==> src/afl_pkg.sv <==
// afl_pkg: shared types, constants and command codes of the lockout controller
// no dependencies; imported by the register file, the channel interfaces and the top level
package afl_pkg;

    // fixed design constants
    localparam int unsigned BASE_LOCKOUT_SECONDS = 1;
    localparam int unsigned ACTIVE_SHIFT_LIMIT   = 16;
    localparam logic [31:0] CENTURY_SECONDS      = 32'd3155760000;
    localparam logic [7:0]  PARK_COUNT           = 8'd254;

    // widths of the lockout delay arithmetic
    localparam int unsigned BASE_W  = $clog2(BASE_LOCKOUT_SECONDS + 1);
    localparam int unsigned PROD_W  = 8 + BASE_W;
    localparam int unsigned SHIFT_W = $clog2(ACTIVE_SHIFT_LIMIT + 1);
    localparam int unsigned DELAY_W = PROD_W + ACTIVE_SHIFT_LIMIT;
    localparam int unsigned SUM_W   = ((DELAY_W > 32) ? DELAY_W : 32) + 1;

    // command codes
    localparam logic [2:0] CMD_QUERY    = 3'd0;
    localparam logic [2:0] CMD_FAIL     = 3'd1;
    localparam logic [2:0] CMD_SUCCESS  = 3'd2;
    localparam logic [2:0] CMD_TICK     = 3'd3;
    localparam logic [2:0] CMD_ACTIVITY = 3'd4;

    // register map
    localparam int unsigned ADDR_W = 5;
    localparam int unsigned IDX_W  = 3;
    localparam logic [IDX_W-1:0] REG_START_THRESHOLD = 3'd0;
    localparam logic [IDX_W-1:0] REG_MAX_FAIL_COUNT  = 3'd1;
    localparam logic [IDX_W-1:0] REG_ERASE_FAIL      = 3'd2;
    localparam logic [IDX_W-1:0] REG_AGGRESSIVENESS  = 3'd3;
    localparam logic [IDX_W-1:0] REG_RELOCK_SECONDS  = 3'd4;
    localparam logic [IDX_W-1:0] REG_RELOCK_ANY_AUTH = 3'd5;

    typedef struct packed {
        logic [7:0]  start_threshold;
        logic [7:0]  max_fail_count;
        logic [7:0]  erase_fail_count;
        logic [7:0]  aggressiveness;
        logic [15:0] relock_seconds;
        logic        relock_on_any_auth;
    } afl_cfg_t;

    localparam afl_cfg_t CFG_RESET = '{
        start_threshold:    8'd0,
        max_fail_count:     8'd0,
        erase_fail_count:   8'd0,
        aggressiveness:     8'd1,
        relock_seconds:     16'd300,
        relock_on_any_auth: 1'b1
    };

endpackage

==> src/afl_evt_if.sv <==
// afl_evt_if: event channel (command and current time) with valid/ready
// depends on afl_pkg
interface afl_evt_if
    import afl_pkg::*;
();
    logic        valid;
    logic        ready;
    logic [2:0]  cmd;
    logic [31:0] now_seconds;

    modport source (output valid, cmd, now_seconds, input ready);
    modport sink   (input valid, cmd, now_seconds, output ready);
endinterface

==> src/afl_res_if.sv <==
// afl_res_if: result channel (access status and counters) with valid/ready
// depends on afl_pkg
interface afl_res_if
    import afl_pkg::*;
();
    logic        valid;
    logic        ready;
    logic        access_allowed;
    logic        erase_request;
    logic        relock_expired;
    logic [31:0] locked_until;
    logic [7:0]  fail_total;

    modport source (output valid, access_allowed, erase_request, relock_expired,
                    locked_until, fail_total, input ready);
    modport sink   (input valid, access_allowed, erase_request, relock_expired,
                    locked_until, fail_total, output ready);
endinterface

==> src/afl_regs.sv <==
// afl_regs: apb configuration register file of the lockout controller
// depends on afl_pkg for the register map, the config struct and reset values
module afl_regs
    import afl_pkg::*;
(
    input  logic              clk,
    input  logic              rst_n,
    input  logic              psel,
    input  logic              penable,
    input  logic              pwrite,
    input  logic [ADDR_W-1:0] paddr,
    input  logic [31:0]       pwdata,
    output logic [31:0]       prdata,
    output logic              pready,
    output afl_cfg_t          cfg
);

    afl_cfg_t         cfg_reg;
    afl_cfg_t         cfg_next;
    logic [IDX_W-1:0] idx;
    logic             wr_en;

    assign pready = 1'b1;
    assign idx    = paddr[ADDR_W-1:2];
    assign wr_en  = psel && penable && pwrite;
    assign cfg    = cfg_reg;

    always_comb
    begin
        cfg_next = cfg_reg;
        if (wr_en)
        begin
            case (idx)
                REG_START_THRESHOLD: cfg_next.start_threshold    = pwdata[7:0];
                REG_MAX_FAIL_COUNT:  cfg_next.max_fail_count     = pwdata[7:0];
                REG_ERASE_FAIL:      cfg_next.erase_fail_count   = pwdata[7:0];
                REG_AGGRESSIVENESS:  cfg_next.aggressiveness     = pwdata[7:0];
                REG_RELOCK_SECONDS:  cfg_next.relock_seconds     = pwdata[15:0];
                REG_RELOCK_ANY_AUTH: cfg_next.relock_on_any_auth = pwdata[0];
                default: ;
            endcase
        end
    end

    always_ff @(posedge clk or negedge rst_n)
    begin
        if (!rst_n)
            cfg_reg <= CFG_RESET;
        else
            cfg_reg <= cfg_next;
    end

    always_comb
    begin
        case (idx)
            REG_START_THRESHOLD: prdata = {24'd0, cfg_reg.start_threshold};
            REG_MAX_FAIL_COUNT:  prdata = {24'd0, cfg_reg.max_fail_count};
            REG_ERASE_FAIL:      prdata = {24'd0, cfg_reg.erase_fail_count};
            REG_AGGRESSIVENESS:  prdata = {24'd0, cfg_reg.aggressiveness};
            REG_RELOCK_SECONDS:  prdata = {16'd0, cfg_reg.relock_seconds};
            REG_RELOCK_ANY_AUTH: prdata = {31'd0, cfg_reg.relock_on_any_auth};
            default:             prdata = 32'd0;
        endcase
    end

endmodule

==> src/auth_failure_lockout_backoff.sv <==
// auth_failure_lockout_backoff: top level of the failed-authentication lockout controller
// depends on afl_pkg, afl_evt_if, afl_res_if and afl_regs
//
// usage:
//   evt  - event channel (valid/ready): cmd and now_seconds. one transaction per event;
//          cmd 0 query, 1 auth failure, 2 auth success, 3 one-second tick,
//          4 authorized activity; codes 5 to 7 behave as a query
//   res  - result channel (valid/ready): exactly one transaction per event, in order,
//          carrying access_allowed, erase_request, relock_expired, locked_until and
//          fail_total as they stand after that event
//   apb  - configuration registers at byte addresses 0,4,..,20; write only while idle
// latency: an event accepted at edge n is registered, processed and presented on res
//   at edge n+1, so the result can be taken at edge n+2 at the earliest
// throughput: one event per cycle; failure count, lockout end and idle ticks update
//   in the same cycle the event leaves the input register, so the next event sees them
// stall: while res is held, one more event waits in the input register; evt.ready
//   drops only when both the input and the result register are full
// reset: counters and lockout cleared, registers at their reset values, both
//   registers empty
module auth_failure_lockout_backoff
    import afl_pkg::*;
(
    input  logic              clk,
    input  logic              rst_n,
    afl_evt_if.sink           evt,
    afl_res_if.source         res,
    input  logic              psel,
    input  logic              penable,
    input  logic              pwrite,
    input  logic [ADDR_W-1:0] paddr,
    input  logic [31:0]       pwdata,
    output logic [31:0]       prdata,
    output logic              pready
);

    afl_cfg_t cfg;

    afl_regs u_regs (
        .clk     (clk),
        .rst_n   (rst_n),
        .psel    (psel),
        .penable (penable),
        .pwrite  (pwrite),
        .paddr   (paddr),
        .pwdata  (pwdata),
        .prdata  (prdata),
        .pready  (pready),
        .cfg     (cfg)
    );

    // input register
    logic        s1_valid_reg;
    logic [2:0]  s1_cmd_reg;
    logic [31:0] s1_now_reg;
    logic        s1_fire;
    logic        evt_fire;

    // state
    logic [7:0]  fail_cnt_reg;
    logic [7:0]  fail_cnt_next;
    logic [31:0] lockout_end_reg;
    logic [31:0] lockout_end_next;
    logic [31:0] idle_ticks_reg;
    logic [31:0] idle_ticks_next;

    // result register
    logic        out_valid_reg;
    logic        allowed_reg;
    logic        erase_reg;
    logic        relock_reg;
    logic [31:0] locked_reg;
    logic [7:0]  total_reg;

    // step logic
    logic [7:0]         count;
    logic [7:0]         act_raw;
    logic [SHIFT_W-1:0] active;
    logic [PROD_W-1:0]  delay_base;
    logic [DELAY_W-1:0] delay;
    logic [SUM_W-1:0]   end_sum;
    logic [31:0]        end_sat;
    logic               step_erase;
    logic [32:0]        cur_time;
    logic               step_allowed;
    logic               step_relock;

    assign s1_fire  = s1_valid_reg && (!out_valid_reg || res.ready);
    assign evt.ready = !s1_valid_reg || s1_fire;
    assign evt_fire = evt.valid && evt.ready;

    always_comb
    begin
        count = (fail_cnt_reg == 8'hFF) ? 8'hFF : fail_cnt_reg + 8'd1;

        if (count > cfg.max_fail_count)
            act_raw = (cfg.max_fail_count >= cfg.start_threshold)
                      ? cfg.max_fail_count - cfg.start_threshold
                      : 8'(ACTIVE_SHIFT_LIMIT);
        else
            act_raw = count - cfg.start_threshold;
        active = (act_raw > 8'(ACTIVE_SHIFT_LIMIT)) ? SHIFT_W'(ACTIVE_SHIFT_LIMIT)
                                                    : SHIFT_W'(act_raw);

        delay_base = PROD_W'(cfg.aggressiveness) * PROD_W'(BASE_LOCKOUT_SECONDS);
        delay      = DELAY_W'(delay_base) << active;
        end_sum    = SUM_W'(s1_now_reg) + SUM_W'(delay);
        end_sat    = (end_sum[SUM_W-1:32] != '0) ? 32'hFFFF_FFFF : end_sum[31:0];

        fail_cnt_next    = fail_cnt_reg;
        lockout_end_next = lockout_end_reg;
        idle_ticks_next  = idle_ticks_reg;
        step_erase       = 1'b0;

        case (s1_cmd_reg)
            CMD_FAIL:
            begin
                fail_cnt_next = count;
                if (count >= cfg.start_threshold)
                begin
                    if (cfg.erase_fail_count != 8'd0 && count >= cfg.erase_fail_count)
                        step_erase = 1'b1;
                    else
                    begin
                        if (count > cfg.max_fail_count)
                            fail_cnt_next = PARK_COUNT;
                        lockout_end_next = end_sat;
                    end
                end
            end
            CMD_SUCCESS:
            begin
                fail_cnt_next    = 8'd0;
                lockout_end_next = 32'd0;
                idle_ticks_next  = 32'd0;
            end
            CMD_TICK:
            begin
                if (idle_ticks_reg != 32'hFFFF_FFFF)
                    idle_ticks_next = idle_ticks_reg + 32'd1;
            end
            CMD_ACTIVITY:
            begin
                if (cfg.relock_on_any_auth)
                    idle_ticks_next = 32'd0;
            end
            default: ;
        endcase

        // century wrap: compare against now shifted up one century
        if (lockout_end_next >= CENTURY_SECONDS && s1_now_reg < CENTURY_SECONDS)
            cur_time = 33'(s1_now_reg) + 33'(CENTURY_SECONDS);
        else
            cur_time = 33'(s1_now_reg);
        step_allowed = cur_time >= 33'(lockout_end_next);
        step_relock  = idle_ticks_next > 32'(cfg.relock_seconds);
    end

    always_ff @(posedge clk or negedge rst_n)
    begin
        if (!rst_n)
        begin
            s1_valid_reg    <= 1'b0;
            out_valid_reg   <= 1'b0;
            fail_cnt_reg    <= 8'd0;
            lockout_end_reg <= 32'd0;
            idle_ticks_reg  <= 32'd0;
        end
        else
        begin
            if (evt.ready)
                s1_valid_reg <= evt.valid;
            if (s1_fire)
            begin
                out_valid_reg   <= 1'b1;
                fail_cnt_reg    <= fail_cnt_next;
                lockout_end_reg <= lockout_end_next;
                idle_ticks_reg  <= idle_ticks_next;
            end
            else if (res.ready)
                out_valid_reg <= 1'b0;
        end
    end

    always_ff @(posedge clk)
    begin
        if (evt_fire)
        begin
            s1_cmd_reg <= evt.cmd;
            s1_now_reg <= evt.now_seconds;
        end
        if (s1_fire)
        begin
            allowed_reg <= step_allowed;
            erase_reg   <= step_erase;
            relock_reg  <= step_relock;
            locked_reg  <= lockout_end_next;
            total_reg   <= fail_cnt_next;
        end
    end

    assign res.valid          = out_valid_reg;
    assign res.access_allowed = allowed_reg;
    assign res.erase_request  = erase_reg;
    assign res.relock_expired = relock_reg;
    assign res.locked_until   = locked_reg;
    assign res.fail_total     = total_reg;

    // a success leaves count and lockout cleared
    a_success_clears: assert property (@(posedge clk) disable iff (!rst_n)
        s1_fire && s1_cmd_reg == CMD_SUCCESS |=> fail_cnt_reg == 8'd0
                                                && lockout_end_reg == 32'd0)
        else $error("success did not clear failure state");

    // an erase request only comes from a failure
    a_erase_on_fail: assert property (@(posedge clk) disable iff (!rst_n)
        s1_fire && step_erase |-> s1_cmd_reg == CMD_FAIL)
        else $error("erase request on a non-failure event");

    // every processed event produces a result
    a_fire_gives_result: assert property (@(posedge clk) disable iff (!rst_n)
        s1_fire |=> out_valid_reg)
        else $error("processed event lost its result");

    // the event channel only stalls with the input register full
    a_stall_only_full: assert property (@(posedge clk) disable iff (!rst_n)
        !evt.ready |-> s1_valid_reg && out_valid_reg)
        else $error("event channel stalled with room available");

    // the lockout end never moves on a tick or activity event
    a_lockout_hold: assert property (@(posedge clk) disable iff (!rst_n)
        s1_fire && (s1_cmd_reg == CMD_TICK || s1_cmd_reg == CMD_ACTIVITY)
        |=> $stable(lockout_end_reg))
        else $error("lockout end changed on a tick or activity event");

endmodule
==> src/flat_wrapper.sv <==
// flat-port wrapper written by rule: the top's interface ports become plain ports
module auth_failure_lockout_backoff_flat import afl_pkg::*;
  (clk, rst_n, psel, penable, pwrite, paddr, pwdata, prdata, pready, evt_valid, evt_cmd, evt_now_seconds, evt_ready, res_valid, res_access_allowed, res_erase_request, res_relock_expired, res_locked_until, res_fail_total, res_ready);
  afl_evt_if evt_i ();
  afl_res_if res_i ();
  input  logic clk;
  input  logic rst_n;
  input  logic psel;
  input  logic penable;
  input  logic pwrite;
  input  logic [ADDR_W-1:0] paddr;
  input  logic [31:0] pwdata;
  output logic [31:0] prdata;
  output logic pready;
  input wire logic [$bits(evt_i.valid)-1:0] evt_valid;
  input wire logic [$bits(evt_i.cmd)-1:0] evt_cmd;
  input wire logic [$bits(evt_i.now_seconds)-1:0] evt_now_seconds;
  output wire logic [$bits(evt_i.ready)-1:0] evt_ready;
  output wire logic [$bits(res_i.valid)-1:0] res_valid;
  output wire logic [$bits(res_i.access_allowed)-1:0] res_access_allowed;
  output wire logic [$bits(res_i.erase_request)-1:0] res_erase_request;
  output wire logic [$bits(res_i.relock_expired)-1:0] res_relock_expired;
  output wire logic [$bits(res_i.locked_until)-1:0] res_locked_until;
  output wire logic [$bits(res_i.fail_total)-1:0] res_fail_total;
  input wire logic [$bits(res_i.ready)-1:0] res_ready;
  assign evt_i.valid = evt_valid;
  assign evt_i.cmd = evt_cmd;
  assign evt_i.now_seconds = evt_now_seconds;
  assign evt_ready = evt_i.ready;
  assign res_valid = res_i.valid;
  assign res_access_allowed = res_i.access_allowed;
  assign res_erase_request = res_i.erase_request;
  assign res_relock_expired = res_i.relock_expired;
  assign res_locked_until = res_i.locked_until;
  assign res_fail_total = res_i.fail_total;
  assign res_i.ready = res_ready;
  auth_failure_lockout_backoff u_core (.clk(clk), .rst_n(rst_n), .evt(evt_i), .res(res_i), .psel(psel), .penable(penable), .pwrite(pwrite), .paddr(paddr), .pwdata(pwdata), .prdata(prdata), .pready(pready));
endmodule
==> config.mk <==
export PLATFORM = sky130hd
export DESIGN_NAME = auth_failure_lockout_backoff_flat
export DESIGN_NICKNAME = d
export VERILOG_FILES = /design/src/afl_pkg.sv /design/src/afl_evt_if.sv /design/src/afl_res_if.sv /design/src/afl_regs.sv /design/src/auth_failure_lockout_backoff.sv /design/src/flat_wrapper.sv
export SDC_FILE = /design/constraint.sdc
export NUM_CORES = 1
export LEC_CHECK = 0
export ABC_AREA = 1
export BUFFER_PORTS_ARGS = -buffer_cell sky130_fd_sc_hd__clkbuf_2
export CORE_ASPECT_RATIO = 0.9
export CORE_UTILIZATION = 40
export DETAILED_ROUTE_END_ITERATION = 16
export GPL_TIMING_DRIVEN = 0
export PLACE_DENSITY = 0.55
export SLEW_MARGIN = 40
export SYNTH_ARGS = -nofsm -noshare
export SYNTH_HDL_FRONTEND = slang
export SYNTH_SLANG_ARGS = --single-unit
==> constraint.sdc <==
create_clock -name clk -period 10.6 [get_ports clk]
set_input_delay 0.53 -clock clk [delete_from_list [all_inputs] [get_ports clk]]
set_output_delay 0.53 -clock clk [all_outputs]
set_load 0.05 [all_outputs]
==> key figures, run 1 <==
Status
  – Status: finished clean

Logic synthesis
  – Mapped Area: 16240 sq um
  – Number of synthesized flops with an enable pin: 78
  – Post-Syn Area per Cell: 6.831 sq um
  – Post-synthesis cell count: 2378
  – Seq/Total Area, Yosys: 33.42%
  – Synth cell types: 57
  – Yosys reg bits: 201
  – Most frequent cells after synthesis: nand2_1 (684), inv_1 (417), o21ai_0 (189)
  – Yosys warning total: 0
  – Most common flop cell mapped by yosys: dfrtp_1
  – Top post-synthesis cells by area: dfrtp_1 (18%), nand2_1 (16%), edfxtp_1 (14%), inv_1 (9.6%), ha_1 (8.3%)
  – Count leader, synth: nand2_1
  – Post-synth ARST share: 61.19%
  – Leading area contributor after synthesis: dfrtp_1
  – Post-synth top area share: 18.02%

Clocking
  – Clk sinks: 201
  – Longest Clk Path Bufs: 3
  – CTS H-tree depth: 1
  – CTS buffer count: 25
  – Post-CTS Setup Bufs: 0
  – CTS tree: yes
  – Reg clk slew, reported paths: 0.06 ns
  – CTS root buffer: clkbuf_16
  – Clk_lat worst skew: 0.57 ns

Final layout
  – Diodes inserted: 0
  – Max reg flops: 49
  – Area growth syn-to-layout: 14.50%
  – Post-Layout Cell Count: 3098
  – Fraction of layout cells with a size suffix above 1: 9.665%
  – Layout net count: 2737
  – Fillcell total: 4196

Global routing
  – First-pass GRT wire length: 83910 microns
  – GR Overflow Total: 0
  – Pin count of the biggest net entering global routing: 50
  – Gr usage total: 26.06%
  – Initial antenna violation count: 0
  – Vias in the first global route: 14610

Power and ir drop
  – Peak supply drop: 0.1348 mV
  – Total Power: 0.005515 W
  – P_leak: 9.363 nW
  – Power Density: 296.6 nW/um^2

Placed design
  – I/O Buffers: 121
  – GPL Wtd Cong: 0.9717
  – Dpl cells: 3051
  – Post-DP HPWL: 43800 microns
  – Post-Place Setup Slack: 0.5618 ns

STA
  – Max_slew headroom: 47.68%
  – Worst hold slack: 0.1303 ns
  – Final Skew: 0.01352 ns
  – Final setup margin: 0.9242 ns
  – Final worst path period share: 91.28%
  – Period minus WS final: 9.676 ns
  – Final Setup Violations: 0
  – Final hold vios: 0
  – Worst-margin pin slew: 0.7848 ns
  – Final slew viol count: 0
  – Fmax: 103.4 MHz
  – Fin Setup TNS: 0 ns
  – RSZ-0062 raised after global routing: false

Routing
  – WL final: 54370 microns
  – 1st-pass router iterations: 6
  – Vias: 16040
  – Remaining DRCs: 0
  – DR iter-0 viols: 1360
  – Routed WL per cell: 17.55 microns
  – Via-to-Cell Ratio: 5.176
  – ANT nets after route: 0

Floorplan
  – # IOs: 157
  – CORE AREA: 39710 sq um
  – Initial Util: 40.90%
  – Die Y: 193.2 microns
  – FP Rows: 69
  – Die ar.: 41420 sq um
  – Die Wd: 214.4 microns

Critical path
  – CP Class: register to register
  – Crit path max fanout: 10
  – Required time of the critical path: 10.90 ns
  – Data arrival time of the worst path: 9.98 ns
  – Worst Setup End Kind: register
  – CP max-delay cell: ha_1
  – Slowest stage delay, CP: 0.43 ns
  – CP Launch Type: register
  – Most frequent CP cell: nand2_1

Job
  – Max cap viols: 0

Worst hold path
  – Hold Crit Class: input pin to register
## cell type report
type | instances | area (sq um) | area share [%]
sequential | 201 | 5428 | 29.18
tap | 532 | 665.6 | 3.579
inverter | 421 | 1580 | 8.497
clock buffer | 37 | 753.2 | 4.050
clock inverter | 9 | 117.6 | 0.6324
multi-input combinational | 1694 | 8917 | 47.95
timing repair buffer | 126 | 719.4 | 3.868
buffer | 78 | 416.7 | 2.240
## where the power goes
group | total, W | switching (W) | leakage [nW] | internal, W
combinational | 0.00347 | 0.00244 | 6.57 | 0.00103
sequential | 0.00114 | 0.000129 | 2.36 | 0.00101
clock | 0.000910 | 0.000366 | 0.427 | 0.000544
total | 0.00552 | 0.00294 | 9.36 | 0.00258
## layout by cell type, fill, tap and decap left out, types with 13 or more instances in the layout
master	n
nand2_1	684
xor2_1	36
buf_4	21
nand4_1	44
xnor2_1	22
nor3_1	39
clkbuf_2	123
inv_1	416
o21ai_0	188
edfxtp_1	78
nand3_1	156
o211ai_1	13
nor2_1	154
dfrtp_1	117
a21oi_1	101
ha_1	108
clkbuf_16	27
clkbuf_1	44
conb_1	18
## stage by stage
step	instance area [sq um]	util [%]
CTS	18570	46.77
detailed placement	17690	44.55
finish	18600	46.83
global placement	17570	44.25
floorplan	16300	-
global route	18600	46.83
## path summary, 6_finish.rpt
path	start	end	slack, ns	cells after the start
max in group asynchronous	rst_n	u_core.u_regs.cfg[17]	9.52	3
setup / recovery	u_core.fail_cnt_reg[2]	u_core.res.access_allowed	0.92	61
hold reg to reg	u_core.u_regs.cfg[44]	u_core.u_regs.cfg[44]	0.48	2
hold / removal	evt_now_seconds[7]	u_core.s1_now_reg[7]	0.13	1
setup reg to reg	u_core.fail_cnt_reg[2]	u_core.res.access_allowed	0.92	61
min in group asynchronous	rst_n	u_core.u_regs.cfg[14]	0.45	2
## routing by layer
layer | global-route usage (%) | vias to the layer above | routed length, microns
met2 | 39.40 | 478 | 22580
met1 | 40.12 | 7504 | 27420
li1 | - | 7995 | -
met3 | 2.353 | 59 | 3380
met5 | 0 | - | 0
met4 | 5.247 | 0 | 986
## kinds of logic (layout without fill, tap and decap cells)
| kind of cell | Yosys count | count (layout) | share of synthesized area, % |
|---|---|---|---|
| adder cells (fa/ha/maj) | 111 | 111 | 8.689 |
| AND/OR/NAND/NOR | 1125 | 1125 | 29.23 |
| other | 2 | 18 | 0.04624 |
| XOR/XNOR | 58 | 58 | 3.127 |
| buffers and inverters | 499 | 671 | 12.26 |
| AO/OA/AOI/OAI | 382 | 382 | 13.24 |
| flip-flops | 201 | 201 | 33.42 |
## worst max-delay path: cells and delay by family, from the launching register on
| family | cells | cell delay (ns) |
|---|---|---|
| and+or+nand+nor | 37 | 4.51 |
| buffers and inverters | 8 | 1.23 |
| adders and majority gates | 3 | 1.05 |
| DFF | 1 | 0.37 |
| AOI/OAI and AO/OA | 13 | 2.21 |
## what timing repair did
action                                  in CTS  in global routing
hold buffers                                 1                  0
resized for setup                            0                  6
endpoints found under the setup margin       0                  1
endpoints found under the hold margin       37                  0
Note: power is estimated with default switching activity, not from simulation.
==> inputs of run 2 (changes only) <==
--- a/config.mk
+++ b/config.mk
@@ -8,6 +8,7 @@
 export ABC_AREA = 1
 export BUFFER_PORTS_ARGS = -buffer_cell sky130_fd_sc_hd__clkbuf_2
 export CORE_ASPECT_RATIO = 0.9
+export CORE_MARGIN = 5
 export CORE_UTILIZATION = 40
 export DETAILED_ROUTE_END_ITERATION = 16
 export GPL_TIMING_DRIVEN = 0
==> constraint.sdc (replaced) <==
create_clock -name clk -period 9.4 [get_ports clk]
set_input_delay 0.47 -clock clk [delete_from_list [all_inputs] [get_ports clk]]
set_output_delay 0.47 -clock clk [all_outputs]
set_load 0.05 [all_outputs]
==> run 2 against run 1 <==
  * Wire length is 0.24% higher
  * Largest cell class unchanged
  * Final cell count is 0.58% higher
  * Critical path type unchanged
  * Critical endpoint unchanged
  * Highest routed layer unchanged
  * Sequential power is 12% higher
  * Register-to-register slack worse by 0.37 ns
  * Sequential share of layout area is 0.52 points lower
  * Fmax is 9.4% higher
==> key figures, run 2 (same netlist as run 1, synthesis figures left out) <==
Final layout
  – Post-Layout Cell Count: 3116 (+0.58%)
  – Area growth syn-to-layout: 16.59%
  – Most frequent cells in the layout: nand2_1 (674), inv_1 (414), o21ai_0 (184)
  – Max reg flops: 49 (unchanged)
  – Commonest non-fill, non-tap cell in the layout: nand2_1
  – Fraction of layout cells with a size suffix above 1: 12.15% (+2.5 points)
  – Fillcell total: 4196 (unchanged)
  – Layout net count: 2747 (+0.37%)
  – Diodes inserted: 0 (unchanged)

Routing
  – WL final: 54500 microns (+0.24%)
  – Remaining DRCs: 0 (unchanged)
  – 1st-pass router iterations: 6 (unchanged)
  – Routed WL per cell: 17.49 microns (-0.34%)
  – Vias: 16080 (+0.25%)
  – Via-to-Cell Ratio: 5.159 (-0.33%)
  – ANT nets after route: 0 (unchanged)
  – DR iter-0 viols: 1311 (-3.6%)

Global routing
  – Gr usage total: 23.67% (-2.4 points)
  – Initial antenna violation count: 0 (unchanged)
  – First-pass GRT wire length: 84990 microns (+1.3%)
  – Pin count of the biggest net entering global routing: 48 (-4.0%)
  – Vias in the first global route: 15210 (+4.2%)
  – GR Overflow Total: 0 (unchanged)

Clocking
  – Clk_lat worst skew: 0.57 ns (about the same)
  – Clk sinks: 201 (unchanged)
  – CTS buffer count: 25 (unchanged)
  – CTS H-tree depth: 1 (unchanged)
  – CTS tree: yes
  – Reg clk slew, reported paths: 0.07 ns (about the same)
  – Longest Clk Path Bufs: 3 (unchanged)
  – CTS root buffer: clkbuf_16

Placed design
  – Post-DP HPWL: 43850 microns (+0.11%)
  – I/O Buffers: 121 (unchanged)
  – GPL Wtd Cong: 0.9562 (-1.6%)
  – Dpl cells: 3059 (+0.26%)
  – Post-Place Setup Slack: -0.5955 ns (-1.157 ns)

Critical path
  – CP max-delay cell: fa_1
  – Slowest stage delay, CP: 0.43 ns (about the same)
  – Crit path max fanout: 10 (unchanged)
  – FF-to-FF End: u_core.res.access_allowed
  – Worst Setup End Kind: register
  – Required time of the critical path: 9.70 ns (-1.20 ns)
  – R2r worst-path depth: 58 (-4.9%)
  – CP Class: register to register
  – Most frequent CP cell: nand2_1
  – Data arrival time of the worst path: 9.15 ns (-0.83 ns)
  – Worst Setup SP: u_core.fail_cnt_reg[1]
  – CP Launch Type: register
  – CP endpoint: u_core.res.access_allowed
  – R2R setup slack: 0.56 ns (-0.37 ns)
  – Worst R2R Start: u_core.fail_cnt_reg[1]

Worst hold path
  – Hold Crit Class: input pin to register

Power and ir drop
  – Sequential Power Share: 19.9% (-0.7 points)
  – P_leak: 9.462 nW (+1.1%)
  – Cell internal pwr: 0.003017 W (+17%)
  – Clk pwr share: 16.3% (-0.2 points)
  – Comb pwr share: 63.9% (+1.0 points)
  – P_sw: 0.003408 W (+16%)
  – Peak supply drop: 0.1588 mV (+18%)
  – Power Density: 339.3 nW/um^2 (+14%)
  – Switching Share: 53.05% (-0.22 points)

STA
  – Worst-margin pin slew: 0.7318 ns (-0.05304 ns)
  – Final hold vios: 0 (unchanged)
  – Final Skew: 0.01516 ns (+0.001646 ns)
  – Fin Setup TNS: 0 ns (unchanged)
  – Fmax: 113.1 MHz (+9.4%)
  – Period minus WS final: 8.844 ns (-0.8316 ns)
  – Final Setup Violations: 0 (unchanged)
  – Final slew viol count: 0 (unchanged)
  – Max_slew headroom: 50.70% (+3.0 points)
  – Final setup margin: 0.5558 ns (-0.3684 ns)
  – Final worst path period share: 94.09% (+2.8 points)

Floorplan
  – # IOs: 157 (unchanged)
  – Die Wd: 222.4 microns (+3.7%)
  – Die Y: 201.2 microns (+4.1%)
  – FP Rows: 70 (+1.4%)
  – Initial Util: 40.23% (-0.67 points)
  – Die ar.: 44740 sq um (+8.0%)
  – CORE AREA: 40380 sq um (+1.7%)

Status
  – Status: finished clean

Job
  – Max cap viols: 0 (unchanged)
run 2: worst min path at each step:
stage,from,endpoint,slack (ns),depth (start not counted)
floorplan,rst_n,u_core.fail_cnt_reg[0],0.17,0
global placement,u_core.lockout_end_reg[19],u_core.lockout_end_reg[19],0.47,2
detailed placement,rst_n,u_core.u_regs.cfg[14],0.41,1
CTS,evt_now_seconds[7],u_core.s1_now_reg[7],0.05,1
global route,evt_now_seconds[0],u_core.s1_now_reg[0],0.05,1
finish,evt_now_seconds[8],u_core.s1_now_reg[8],0.07,1
run 2: routing by layer:
layer  global-route usage [%]  vias up  wire, microns
met5                        0        -              0
met4                    4.747        0           1114
met3                    3.268       68           3707
met2                    37.09      481          23510
met1                    35.20     7491          26170
li1                         -     8036              -
run 2: cell type report:
class | instances | area (sq um) | share of cell area, %
Sequential cell | 201 | 5428 | 28.66
Timing Repair Buffer | 136 | 799.5 | 4.222
Clock buffer | 30 | 695.7 | 3.673
Tap cell | 540 | 675.6 | 3.568
Buffer | 78 | 439.2 | 2.319
Multi-Input combinational cell | 1694 | 9121 | 48.16
Inverter | 421 | 1580 | 8.344
Clock inverter | 16 | 198.9 | 1.050
run 2: power groups by stage:
stage	sequential [W]	clock, W	combinational (W)
6_report	0.00128	0.00104	0.00410
5_1_grt	0.00130	0.00110	0.00457
4_1_cts	0.00128	0.00107	0.00385
3_5_place_dp	0.00129	0	0.00382
3_3_place_gp	0.00129	0	0.00378
2_1_floorplan	0.00143	0	0.00258
run 2: critical path, delay by kind of cell, from the launching register on:
| family | cells | cell delay, ns |
|---|---|---|
| buf+inv | 8 | 0.95 |
| flops | 1 | 0.36 |
| simple gates | 31 | 3.53 |
| compound gates | 13 | 2.13 |
| xor+xnor | 1 | 0.14 |
| fa+ha+maj | 5 | 1.48 |
run 2: what timing repair did:
item | 4_1_cts | 5_1_grt
setup endpoints to repair | 1 | 1
hold buffers | 1 | 0
endpoints found under the hold margin | 30 | 0
pin swaps | 0 | 8
buffers inserted | 0 | 9
cloned | 0 | 1
resized for setup | 8 | 77
run 2: per-stage QoR:
step	utilization [%]	area (sq um)	power [W]	hold slack, ns
final	46.90	18940	0.006425	0.07320
after global routing	46.90	18940	0.006969	0.05364
after CTS	46.18	18640	0.006195	0.04714
after detailed placement	43.86	17710	0.005111	0.4123
after global placement	43.55	17580	0.005072	0.4665
after floorplan	-	16300	0.004013	0.1744
==> inputs of run 3 (changes only) <==
--- a/config.mk
+++ b/config.mk
@@ -8,7 +8,6 @@
 export ABC_AREA = 1
 export BUFFER_PORTS_ARGS = -buffer_cell sky130_fd_sc_hd__clkbuf_2
 export CORE_ASPECT_RATIO = 0.9
-export CORE_MARGIN = 5
 export CORE_UTILIZATION = 40
 export DETAILED_ROUTE_END_ITERATION = 16
 export GPL_TIMING_DRIVEN = 0
==> run 3 against run 2 <==
  * Clock power about the same
  * Non-clock buffer count up 1
  * Clock skew down 0.0040 ns
  * Fmax up 0.58%
  * Die area down 7.4%
  * Global-route usage up 2.4 points
  * Register-to-register slack better by 0.05 ns
  * Largest cell class unchanged
==> key figures, run 3 (same netlist as run 1, synthesis figures left out) <==
Status
  – Status: finished clean

Global routing
  – Pin count of the biggest net entering global routing: 50 (+4.2%)
  – Initial antenna violation count: 0 (unchanged)
  – First-pass GRT wire length: 83900 microns (-1.3%)
  – Gr usage total: 26.07% (+2.4 points)
  – Vias in the first global route: 14630 (-3.9%)
  – GR Overflow Total: 0 (unchanged)

Critical path
  – FF-to-FF End: u_core.res.access_allowed
  – Worst R2R Start: u_core.fail_cnt_reg[1]
  – CP Class: register to register
  – CP max-delay cell: fa_1
  – R2R setup slack: 0.61 ns (+0.05 ns)
  – Worst Setup End Kind: register
  – R2r worst-path depth: 61 (+5.2%)
  – Required time of the critical path: 9.70 ns (about the same)
  – Most frequent CP cell: nand2_1
  – Crit path max fanout: 10 (unchanged)
  – CP Launch Type: register
  – Data arrival time of the worst path: 9.09 ns (-0.06 ns)
  – Slowest stage delay, CP: 0.42 ns (about the same)

Floorplan
  – Die Y: 193.2 microns (-4.0%)
  – Die ar.: 41420 sq um (-7.4%)
  – Die Wd: 214.4 microns (-3.6%)
  – # IOs: 157 (unchanged)
  – Initial Util: 40.90% (+0.67 points)
  – CORE AREA: 39710 sq um (-1.6%)
  – FP Rows: 69 (-1.4%)

STA
  – Final Skew: 0.01116 ns (-0.003999 ns)
  – Final worst path period share: 93.54% (-0.54 points)
  – Final slew viol count: 0 (unchanged)
  – Worst-margin pin slew: 0.7651 ns (+0.03328 ns)
  – Period minus WS final: 8.793 ns (-0.05096 ns)
  – Fmax: 113.7 MHz (+0.58%)
  – RSZ-0062 raised after global routing: false
  – Final hold vios: 0 (unchanged)
  – Worst hold slack: 0.07577 ns (+0.002576 ns)
  – Max_slew headroom: 48.99% (-1.7 points)
  – Final Setup Violations: 0 (unchanged)
  – Final setup margin: 0.6068 ns (+0.05096 ns)

Clocking
  – Clk_lat worst skew: 0.56 ns (about the same)
  – CTS buffer count: 25 (unchanged)
  – Longest Clk Path Bufs: 3 (unchanged)
  – CTS H-tree depth: 1 (unchanged)
  – Clk sinks: 201 (unchanged)
  – CTS tree: yes
  – Reg clk slew, reported paths: 0.06 ns (about the same)
  – CTS root buffer: clkbuf_16

Final layout
  – FF+latch area: 5428 sq um (unchanged)
  – Core Util, Final: 47.55% (+0.65 points)
  – Most frequent cells in the layout: nand2_1 (678), inv_1 (415), o21ai_0 (183)
  – Final Instance Area: 18880 sq um (-0.28%)
  – Commonest non-fill, non-tap cell in the layout: nand2_1
  – Area growth syn-to-layout: 16.26%
  – Fraction of layout cells with a size suffix above 1: 11.72% (-0.43 points)
  – Layout net count: 2748 (+0.036%)
  – Diodes inserted: 0 (unchanged)
  – Post-Layout Cell Count: 3109 (-0.22%)
  – Multi-input gate area in the final layout: 9101 sq um (-0.22%)
  – Max reg flops: 49 (unchanged)
  – Fillcell total: 4188 (-0.19%)

Routing
  – Vias: 16110 (+0.23%)
  – Metal3 WL: 3606 microns (-2.7%)
  – DR iter-0 viols: 1338 (+2.1%)
  – WL met2: 22710 microns (-3.4%)
  – ANT nets after route: 0 (unchanged)
  – Remaining DRCs: 0 (unchanged)
  – WL final: 54660 microns (+0.29%)
  – Top Metal Used: met4
  – Via-to-Cell Ratio: 5.183 (+0.46%)
  – Routed WL per cell: 17.58 microns (+0.51%)
  – 1st-pass router iterations: 5 (-1)
  – Met1 wire length: 27350 microns (+4.5%)

Placed design
  – Dpl cells: 3051 (-0.26%)
  – I/O Buffers: 121 (unchanged)
  – Post-DP HPWL: 43800 microns (-0.11%)
  – Post-Place Setup Slack: -0.6382 ns (-0.04274 ns)
  – Placed Area: 17690 sq um (about the same)
  – GPL Wtd Cong: 0.9717 (+1.6%)

Worst hold path
  – Worst Hold End: u_core.s1_now_reg[7]
  – Hold Crit Class: input pin to register
  – Min-Delay Startpoint: evt_now_seconds[7]
  – Hold depth: 1 (unchanged)

Power and ir drop
  – Switching Share: 52.98% (-0.068 points)
  – Peak supply drop: 0.1753 mV (+10%)
  – Clk pwr share: 15.8% (-0.5 points)
  – Power Density: 341.7 nW/um^2 (+0.72%)
  – Cell internal pwr: 0.003034 W (+0.58%)
  – Sequential Power Share: 19.9% (about the same)
  – P_sw: 0.003419 W (+0.30%)
  – P_leak: 9.461 nW (about the same)
  – Comb pwr share: 64.3% (+0.4 points)

Job
  – Max cap viols: 0 (unchanged)
[run 3: cell types whose count changed in the layout (fill, tap and decap cells not counted), sizes merged]
cell,delta
inv,-2
bufinv,-1
buf,+1
clkinv,-4
clkbuf,+7
[run 3: metal layers]
| metal | up-vias | global-route usage (%) |
|---|---|---|
| li1 | 8030 | - |
| met1 | 7523 | 40.08 |
| met2 | 501 | 39.49 |
| met3 | 59 | 2.353 |
| met4 | 0 | 5.247 |
| met5 | - | 0 |
[run 3: power by group through the flow]
stage / sequential (W) / combinational (W) / clock, W
6_report: 0.00128 / 0.00415 / 0.00102
5_1_grt: 0.00131 / 0.00461 / 0.00107
4_1_cts: 0.00128 / 0.00388 / 0.00105
3_5_place_dp: 0.00129 / 0.00385 / 0
3_3_place_gp: 0.00129 / 0.00383 / 0
2_1_floorplan: 0.00143 / 0.00258 / 0
[run 3: worst max-delay path by stage]
| stage | from | endpoint | slack (ns) | depth (start not counted) |
|---|---|---|---|---|
| after floorplan | u_core.fail_cnt_reg[2] | u_core.res.access_allowed | 2.09 | 59 |
| after global placement | u_core.fail_cnt_reg[2] | u_core.res.access_allowed | -0.60 | 59 |
| after detailed placement | u_core.fail_cnt_reg[2] | u_core.res.access_allowed | -0.64 | 59 |
| after CTS | u_core.fail_cnt_reg[2] | u_core.res.access_allowed | 0.12 | 62 |
| after global routing | u_core.fail_cnt_reg[2] | u_core.res.access_allowed | 0.006 | 65 |
| final | u_core.fail_cnt_reg[1] | u_core.res.access_allowed | 0.61 | 61 |
[run 3: timing repair]
action	4_1_cts	5_1_grt
buffers inserted	0	10
hold endpoints to repair	37	0
resized for setup	8	67
pin swaps	0	8
gates cloned	0	1
hold buffers	1	0
endpoints found under the setup margin	1	1
[run 3: area by class of cell]
cell class	count	share of cell area [%]
buffer	78	2.326
inverter	421	8.368
clock buffer	37	3.989
multi-input combinational	1694	48.19
tap	532	3.525
clock inverter	9	0.6228
timing repair buffer	137	4.234
sequential	201	28.74
[run 3: stage by stage]
stage	total power [W]	TNS, ns
after CTS	0.006208	0
after floorplan	0.004013	0
after global placement	0.005120	-0.6006
after detailed placement	0.005139	-0.6382
final	0.006453	0
after global routing	0.006982	0
[run 3: worst max-delay path, delay by kind of cell, from the launching register on]
| kind | cells | cell delay [ns] |
|---|---|---|
| compound gates | 11 | 1.51 |
| xor+xnor | 1 | 0.15 |
| buf+inv | 9 | 1.09 |
| flops | 1 | 0.35 |
| fa+ha+maj | 5 | 1.48 |
| simple gates | 35 | 3.89 |
